$ cat src/design/rvss_pkg.sv
`default_nettype none

package rvss_pkg;

  localparam int unsigned REG_COUNT = 16;
  localparam int unsigned RF_AW     = 4;
  localparam int unsigned UPC_W     = 4;

  // RISC-V major opcodes and funct3 codes handled by the core.
  localparam logic [6:0] OPC_LUI   = 7'b0110111;
  localparam logic [6:0] OPC_JALR  = 7'b1100111;
  localparam logic [6:0] OPC_ADDI  = 7'b0010011;
  localparam logic [6:0] OPC_ADD   = 7'b0110011;
  localparam logic [6:0] OPC_LOAD  = 7'b0000011;
  localparam logic [6:0] OPC_STORE = 7'b0100011;
  localparam logic [2:0] F3_WORD   = 3'b010;
  localparam logic [2:0] F3_BYTE   = 3'b000;

  // Item opcodes.
  localparam logic ITEM_LOAD = 1'b0;
  localparam logic ITEM_EXEC = 1'b1;

  // Microprogram addresses.
  localparam logic [UPC_W-1:0] UPC_IDLE    = 4'd0;
  localparam logic [UPC_W-1:0] UPC_LD_IDX  = 4'd1;
  localparam logic [UPC_W-1:0] UPC_LD_WAIT = 4'd2;
  localparam logic [UPC_W-1:0] UPC_LD_WR   = 4'd3;
  localparam logic [UPC_W-1:0] UPC_FETCH   = 4'd4;
  localparam logic [UPC_W-1:0] UPC_F_WAIT  = 4'd5;
  localparam logic [UPC_W-1:0] UPC_F_READ  = 4'd6;
  localparam logic [UPC_W-1:0] UPC_DECODE  = 4'd7;
  localparam logic [UPC_W-1:0] UPC_RF_READ = 4'd8;
  localparam logic [UPC_W-1:0] UPC_EXEC    = 4'd9;
  localparam logic [UPC_W-1:0] UPC_M_WAIT  = 4'd10;
  localparam logic [UPC_W-1:0] UPC_M_READ  = 4'd11;
  localparam logic [UPC_W-1:0] UPC_MEM     = 4'd12;
  localparam logic [UPC_W-1:0] UPC_WB      = 4'd13;

  typedef enum logic [1:0] {
    RED_HOLD = 2'd0,
    RED_PC   = 2'd1,
    RED_ADDR = 2'd2,
    RED_LOAD = 2'd3
  } red_src_e;

  typedef enum logic [2:0] {
    J_NEXT     = 3'd0,
    J_ALWAYS   = 3'd1,
    J_DISPATCH = 3'd2,
    J_NOMEM    = 3'd3,
    J_WBWAIT   = 3'd4
  } jump_e;

  typedef struct packed {
    red_src_e         red_src;
    logic             insn_ld;
    logic             alu_ld;
    logic             mem_op;
    logic             load_wr;
    logic             wb;
    jump_e            jump;
    logic [UPC_W-1:0] target;
  } ctrl_t;

  typedef struct packed {
    logic in_accept;
    logic in_exec;
    logic is_mem;
    logic out_busy;
  } stat_t;

  function automatic ctrl_t ucode_rom(input logic [UPC_W-1:0] upc);
    ctrl_t cw;
    cw         = '0;
    cw.red_src = RED_HOLD;
    cw.jump    = J_NEXT;
    cw.target  = UPC_IDLE;
    case (upc)
      UPC_IDLE: begin
        cw.jump   = J_DISPATCH;
        cw.target = UPC_FETCH;
      end
      UPC_LD_IDX:  cw.red_src = RED_LOAD;
      UPC_LD_WAIT: cw.jump = J_NEXT;
      UPC_LD_WR: begin
        cw.load_wr = 1'b1;
        cw.jump    = J_ALWAYS;
      end
      UPC_FETCH:   cw.red_src = RED_PC;
      UPC_F_WAIT:  cw.jump = J_NEXT;
      UPC_F_READ:  cw.jump = J_NEXT;
      UPC_DECODE:  cw.insn_ld = 1'b1;
      UPC_RF_READ: cw.jump = J_NEXT;
      UPC_EXEC: begin
        cw.red_src = RED_ADDR;
        cw.alu_ld  = 1'b1;
        cw.jump    = J_NOMEM;
        cw.target  = UPC_WB;
      end
      UPC_M_WAIT:  cw.jump = J_NEXT;
      UPC_M_READ:  cw.jump = J_NEXT;
      UPC_MEM:     cw.mem_op = 1'b1;
      UPC_WB: begin
        cw.wb   = 1'b1;
        cw.jump = J_WBWAIT;
      end
      default:     cw.jump = J_ALWAYS;
    endcase
    return cw;
  endfunction

endpackage

`default_nettype wire

$ cat src/design/rvss_useq.sv
`default_nettype none

module rvss_useq (
  input  wire logic            clk_i,
  input  wire logic            rst_ni,
  input  wire rvss_pkg::stat_t stat_i,
  output rvss_pkg::ctrl_t      cw_o,
  output logic                 idle_o
);

  logic [rvss_pkg::UPC_W-1:0] upc_q;
  logic [rvss_pkg::UPC_W-1:0] upc_d;
  rvss_pkg::ctrl_t            cw;

  assign cw = rvss_pkg::ucode_rom(upc_q);

  always_comb begin
    case (cw.jump)
      rvss_pkg::J_NEXT:   upc_d = upc_q + 1'b1;
      rvss_pkg::J_ALWAYS: upc_d = cw.target;
      rvss_pkg::J_DISPATCH: begin
        if (!stat_i.in_accept) begin
          upc_d = upc_q;
        end else if (stat_i.in_exec) begin
          upc_d = cw.target;
        end else begin
          upc_d = upc_q + 1'b1;
        end
      end
      rvss_pkg::J_NOMEM:  upc_d = stat_i.is_mem ? upc_q + 1'b1 : cw.target;
      rvss_pkg::J_WBWAIT: upc_d = stat_i.out_busy ? upc_q : cw.target;
      default:            upc_d = rvss_pkg::UPC_IDLE;
    endcase
  end

  always_ff @(posedge clk_i or negedge rst_ni) begin
    if (!rst_ni) begin
      upc_q <= rvss_pkg::UPC_IDLE;
    end else begin
      upc_q <= upc_d;
    end
  end

  assign cw_o   = cw;
  assign idle_o = (upc_q == rvss_pkg::UPC_IDLE);

endmodule

`default_nettype wire

$ cat config.mk
export PLATFORM = sky130hd
export DESIGN_NAME = rvss_useq
export DESIGN_NICKNAME = d
export VERILOG_FILES = /design/src/design/rvss_pkg.sv /design/src/design/rvss_useq.sv
export SDC_FILE = /design/constraint.sdc
export NUM_CORES = 1
export LEC_CHECK = 0
export ABC_AREA = 1
export BUFFER_PORTS_ARGS = -buffer_cell sky130_fd_sc_hd__buf_2
export CORE_MARGIN = 3
export CORE_UTILIZATION = 40
export DETAILED_ROUTE_END_ITERATION = 8
export PLACE_DENSITY = 0.78
export SYNTH_ARGS = -nofsm -noshare
export SYNTH_HDL_FRONTEND = slang
export SYNTH_SLANG_ARGS = --single-unit
$ cat constraint.sdc
create_clock -name clk_i -period 1.95 [get_ports clk_i]
set_input_delay 0 -clock clk_i [delete_from_list [all_inputs] [get_ports clk_i]]
set_output_delay 0 -clock clk_i [all_outputs]
set_load 0.02 [all_outputs]
==> results.json, run 1 <==
{
  "synth_area_um2": 579.3,
  "top_register": "upc_q",
  "fp.dieW_um": 44.06,
  "max_slew_margin_pct": 62.18,
  "antenna_left": 0,
  "post-place-ws_ns": 0.3246,
  "multi_input_area_um2": 375.4,
  "route.detailed.drc": 0,
  "min_period_over_period_pct": 89.97,
  "setup_ws_ns": 0.1955,
  "worst_pin_slew_ns": 0.5672,
  "diodes": 0,
  "core_um2": 1334,
  "synthDistinctLibCells": 21,
  "clock_latency_ns": 0.23,
  "hp-class": "in2reg",
  "min_delay_worst_endpoint": "upc_q[2]$_DFFE_PN0P_",
  "cts-buffers-inserted": 3,
  "maxCapViolations": 0,
  "maxSlewViolCount": 0,
  "grtUsageTotal_pct": 13.76,
  "power_uw": 934.5,
  "r2r_start": "upc_q[0]$_DFFE_PN0P_",
  "avgSynthCellArea_um2": 6.583,
  "cts_sinks": 4,
  "power_density_nw_per_um2": 1368,
  "wl_met1_um": 568,
  "num-nets-final": 118,
  "grt_overflow_total": 0,
  "viasPerCell": 4.793,
  "min_path_cells": 3,
  "fmax_ghz": 0.5700,
  "drive_above_1_share_pct": 34.91,
  "n_fill_cell": 143,
  "routed_wl_mm": 1.247,
  "hpwl_mm": 1.001,
  "root_buffer": "clkbuf_4",
  "start_kind": "flip-flop",
  "netlist.area_leader.share_pct": 17.28,
  "wl_met3_um": 84,
  "grt_max_degree": 11,
  "worstRegToRegCells": 10,
  "vias": 580,
  "ys_seq_area_share_pct": 17.28,
  "area_delta_synth_final_pct": 17.93,
  "cts_tree": "built",
  "dpl-instance-area_um2": 648.1,
  "wl_per_cell_um": 10.31,
  "reg2reg_slack_ns": 0.35,
  "synth-seq-cells": 4,
  "hold_viol": 0,
  "synth_top_area_cell": "dfrtp_1",
  "path_max_fanout": 5,
  "setup.worst_path.end_class": "output pin",
  "clockBufferDepth": 2,
  "die_area_um2": 1941,
  "worst_hold_slack_ns": 0.04779,
  "syn_inst": 88,
  "rows": 13,
  "dpl.cell_count": 117,
  "ff_latch_area_um2": 100.1,
  "worstPathArrival_ns": 1.75,
  "ir_drop_v": 0.0005543,
  "yosys_warnings": 0,
  "gp_congestion": 0.8759,
  "antenna_found_initial": 0,
  "tns_ns": 0,
  "cp_data_required_time_ns": 1.95,
  "top_layer": "met3",
  "r2r-end": "upc_q[1]$_DFFE_PN0P_",
  "status": "finished clean",
  "grt_pass1_vias": 500,
  "start_util_pct": 43.43,
  "largest_reg_flops": 4,
  "reg.largest.list": "upc_q (4)",
  "hold_start": "stat_i[0]",
  "dr.pass1.iters": 4,
  "die-height_um": 44.06,
  "cts_setup_buffers": 0,
  "final_cells": 121,
  "skew_ns": 0.005311,
  "rsz0062_at_grt": "no",
  "synthTopCellsByArea": "dfrtp_1, nand2_1, nand3_1, ha_1, inv_1",
  "cts_max_level": 1,
  "syn-num-nets": 98,
  "finalCriticalPeriod_ns": 1.755,
  "fin_util_pct": 51.22,
  "io_pins": 21,
  "setup-violations-final": 0,
  "final_area_um2": 683.2,
  "grt_pass1_wl_mm": 2.083,
  "critPathKind": "reg2out",
  "io_buffers": 19,
  "dr_wl_met2_um": 594,
  "p_leak_nw": 0.4415,
  "drt_iter0_drc": 19,
  "clk_pin_slew_ns": 0.04
}
## report_power, final
group          switching [mW]  internal, mW  total (mW)
combinational           0.430         0.230       0.660
clock                  0.0328        0.0688       0.102
sequential             0.0648         0.108       0.173
total                   0.528         0.407       0.934
## worst max-delay path by stage
stage / endpoint / slack (ns) / startpoint / cells past startpoint
finish: cw_o[4] / 0.20 / upc_q[0]$_DFFE_PN0P_ / 8
global route: cw_o[4] / 0.02 / upc_q[0]$_DFFE_PN0P_ / 8
CTS: cw_o[4] / 0.15 / upc_q[0]$_DFFE_PN0P_ / 8
detailed placement: upc_q[1]$_DFFE_PN0P_ / 0.32 / upc_q[0]$_DFFE_PN0P_ / 10
global placement: upc_q[1]$_DFFE_PN0P_ / 0.37 / upc_q[0]$_DFFE_PN0P_ / 10
floorplan: cw_o[4] / 0.38 / upc_q[0]$_DFFE_PN0P_ / 7
## cells in the final DEF, fill, tap and decap left out
cell,n
a21oi_1,1
buf_2,19
clkbuf_4,3
conb_1,1
dfrtp_1,4
dlygate4sd3_1,1
ha_1,3
ha_2,1
inv_1,11
inv_2,2
inv_4,2
nand2_1,22
nand2_2,3
nand3_1,13
nand3_2,4
nand4_1,2
nor2_1,3
nor2_2,2
nor2_8,1
o211ai_1,1
o21ai_0,4
or2_0,1
xor2_1,2
## critical path, stage by stage, from the launching register on
cell	delay, ns
dfrtp_1	0.42
inv_1	0.13
ha_1	0.25
nor2_1	0.10
nor2_1	0.06
nor2_2	0.12
nand3_2	0.12
o21ai_0	0.14
buf_2	0.18
## timing repair
item,4_1_cts,5_1_grt
setup endpoints to repair,0,1
resized for setup,0,1
hold buffers,1,0
hold endpoints to repair,4,0
## area by class of cell
type / instances / area share (%)
Sequential cell: 4 / 14.65
Tap cell: 15 / 2.747
Inverter: 15 / 8.974
Timing Repair Buffer: 20 / 15.38
Clock buffer: 3 / 3.297
Multi-Input combinational cell: 64 / 54.95
## kinds of logic (layout without fill, tap and decap cells)
group	Yosys count	after routing	synth area share, %
simple gates	51	51	46.44
buf+inv	20	38	18.36
compound gates	6	6	5.615
fa+ha+maj	4	4	8.640
flops	4	4	17.28
xor+xnor	2	2	3.024
other cells	1	1	0.6473
## metal layers
layer | vias up | global-route usage (%)
met4 | 0 | 1.205
met2 | 19 | 22.38
met1 | 247 | 17.96
met3 | 0 | 5.285
li1 | 314 | -
met5 | - | 0
## synthesized netlist by cell type
master / number
nand4_1: 2
dfrtp_1: 4
nor2_8: 1
nand3_1: 13
buf_4: 3
buf_6: 2
conb_1: 1
nand3_2: 4
ha_1: 4
nand2_2: 3
xor2_1: 2
inv_2: 2
inv_4: 2
o21ai_0: 4
a21oi_1: 1
nor2_2: 2
nand2_1: 22
nor2_1: 3
or2_0: 1
inv_1: 11
o211ai_1: 1
Power figures use the tool's default switching activity.
==> run 2, diff against run 1 <==
- ABC_AREA: 1 -> not set
- CORE_AREA: not set -> 3 3 40 42
- CORE_MARGIN: 3 -> not set
- CORE_UTILIZATION: 40 -> not set
- DIE_AREA: not set -> 0 0 43 45
- PLACE_DENSITY: 0.78 -> 0.81
==> run 2 against run 1 <==
- worst hold slack improved by 0.037 ns
- count of clock-buffer cells in the layout unchanged
- via count shrank 5.3%
- design area fell by 4.9%
- sequential share of layout area up 0.95 points
- first-iteration DRC count up 58%
- non-clock buffer count increased by 1
- synthesized cell count decreased by 19%
- flip-flop and latch count stayed put
==> results.json, run 2 <==
{
  "finalCriticalPeriod_ns": 1.776,
  "sw_frac_of_total_pct": 55.10,
  "root_buffer": "clkbuf_4",
  "reg.largest.list": "upc_q (4)",
  "vias": 549,
  "die-height_um": 45,
  "synth-seq-cells": 4,
  "clock_latency_ns": 0.25,
  "syn_inst": 71,
  "worst_hold_slack_ns": 0.08457,
  "power_mw": 1.183,
  "hold_viol": 0,
  "cts_sinks": 4,
  "maxSlewViolCount": 0,
  "async_flop_share_pct": 100.0,
  "yosysMostFrequentCell": "inv_1",
  "path_max_fanout": 9,
  "wl_per_cell_um": 12.89,
  "avgSynthCellArea_um2": 7.807,
  "setup-violations-final": 0,
  "grtUsageTotal_pct": 14.94,
  "synth_common_cells": "inv_1, nand2_1, a21oi_1, nor2_1",
  "intPower_uw": 531.0,
  "r2r_start": "upc_q[0]$_DFFE_PN0P_",
  "power.switching_uw": 651.7,
  "tns_ns": 0,
  "combPwrFrac_pct": 71.0,
  "synth_top_area_cell": "dfrtp_1",
  "rows": 13,
  "status": "finished clean",
  "cts_tree": "built",
  "cts_max_level": 1,
  "yosys_warnings": 0,
  "hpwl_um": 996.6,
  "clockBufferDepth": 2,
  "dpl.cell_count": 98,
  "dpl-instance-area_um2": 615.6,
  "syn-num-nets": 81,
  "diodes": 0,
  "skew_ns": 0.006851,
  "final_area_um2": 649.4,
  "grt_max_degree": 21,
  "area_delta_synth_final_pct": 17.16,
  "dr.pass1.iters": 4,
  "largest_reg_flops": 4,
  "start_kind": "flip-flop",
  "ir_drop_v": 0.0007159,
  "fmax_ghz": 0.5632,
  "fp.dieW_um": 43,
  "clk_pin_slew_ns": 0.04,
  "cp_data_required_time_ns": 1.95,
  "layout_commonest_cell": "buf_2",
  "p_leak_nw": 0.3325,
  "die_area_um2": 1935,
  "mostFrequentLayoutCells": "buf_2, inv_1, nand2_1, nor2_1, a21oi_1",
  "maxCapViolations": 0,
  "netlist.area_leader.share_pct": 18.06,
  "synthTopCellsByArea": "dfrtp_1, ha_1, inv_1, a21oi_1, nor4b_4",
  "power_frac_seq_pct": 19.6,
  "setup_ws_ns": 0.1745,
  "synth_area_um2": 554.3,
  "num-nets-final": 99,
  "gp_congestion": 0.7757,
  "core_um2": 1285,
  "grt_pass1_wl_mm": 2.125,
  "worstPathArrival_ns": 1.78,
  "io_buffers": 19,
  "start_util_pct": 43.14,
  "critPathLaunch": "upc_q[0]$_DFFE_PN0P_",
  "pwr-share-clk_pct": 9.4,
  "drive_above_1_share_pct": 33.33,
  "hp-class": "in2async",
  "drt_iter0_drc": 30,
  "routed_wl_mm": 1.315,
  "ys.flop_type": "dfrtp_1",
  "fin_util_pct": 50.54,
  "final_cells": 102,
  "cts-buffers-inserted": 3,
  "synthDistinctLibCells": 32,
  "antenna_left": 0,
  "io_pins": 21,
  "post-place-ws_ns": 0.2341,
  "route.detailed.drc": 0,
  "min_period_over_period_pct": 91.05,
  "power_density_nw_per_um2": 1821,
  "ys_seq_area_share_pct": 18.06,
  "grt_pass1_vias": 479,
  "top_register": "upc_q",
  "antenna_found_initial": 0,
  "grt_overflow_total": 0,
  "rsz0062_at_grt": "no",
  "setup.worst_path.end_class": "output pin",
  "critPathKind": "reg2out",
  "viasPerCell": 5.382,
  "synth_edf_count": 0
}
==> run 2: power by group through the flow <==
stage | registers, mW | logic (mW) | clock network [mW]
after CTS | 0.228 | 0.841 | 0.110
final | 0.232 | 0.839 | 0.112
after detailed placement | 0.227 | 0.836 | 0
after floorplan | 0.155 | 0.749 | 0
after global routing | 0.246 | 0.928 | 0.123
after global placement | 0.224 | 0.818 | 0
==> run 2: timing repair <==
action                     CTS  global route
gates resized for setup      0             2
hold buffers                 1             0
setup endpoints to repair    0             1
buffers inserted             0             0
hold endpoints to repair     4             0
==> run 2: cell type report <==
class	instances	area, µm²
clock buffers	3	22.52
fillers	135	635.6
inverters	7	26.28
multi-input cells	52	367.9
flip-flops and latches	4	101.3
well taps	15	18.77
repair buffers	21	112.6
==> run 2: path summary, 6_finish.rpt <==
path	slack (ns)	to	cells past startpoint
worst max-delay path	0.17	cw_o[4]	7
worst min-delay path	0.08	upc_q[3]$_DFFE_PN0P_	2
worst max register to register	0.22	upc_q[2]$_DFFE_PN0P_	6
worst min register to register	0.57	upc_q[1]$_DFFE_PN0P_	2
max in group asynchronous	1.72	upc_q[2]$_DFFE_PN0P_	2
min in group clk_i	0.11	upc_q[2]$_DFFE_PN0P_	3
==> run 2: cells by family (layout without fill, tap and decap cells) <==
| group | after synthesis | count (layout) | synth area share (%) |
|---|---|---|---|
| AO/OA/AOI/OAI | 22 | 22 | 27.99 |
| XOR/XNOR | 1 | 1 | 1.580 |
| adder cells (fa/ha/maj) | 4 | 4 | 9.030 |
| buffers and inverters | 15 | 31 | 15.58 |
| flip-flops | 4 | 4 | 18.06 |
| other | 1 | 1 | 0.6766 |
| AND/OR/NAND/NOR | 24 | 24 | 27.09 |
==> run 2: metal layers <==
| layer | routed length [µm] | vias up | GRT usage, % |
|---|---|---|---|
| li1 | - | 277 | - |
| met1 | 590 | 254 | 19.66 |
| met2 | 631 | 16 | 22.16 |
| met3 | 74 | 2 | 6.375 |
| met4 | 19 | 0 | 4.819 |
| met5 | 0 | - | 0 |
==> run 2: worst max-delay path: stages (launching register included) <==
cell and delay (ns):
dfrtp_1 0.43, inv_1 0.11, ha_1 0.34, inv_1 0.12, nand2_1 0.08, o21ai_1 0.07
a32o_1 0.22, buf_2 0.16
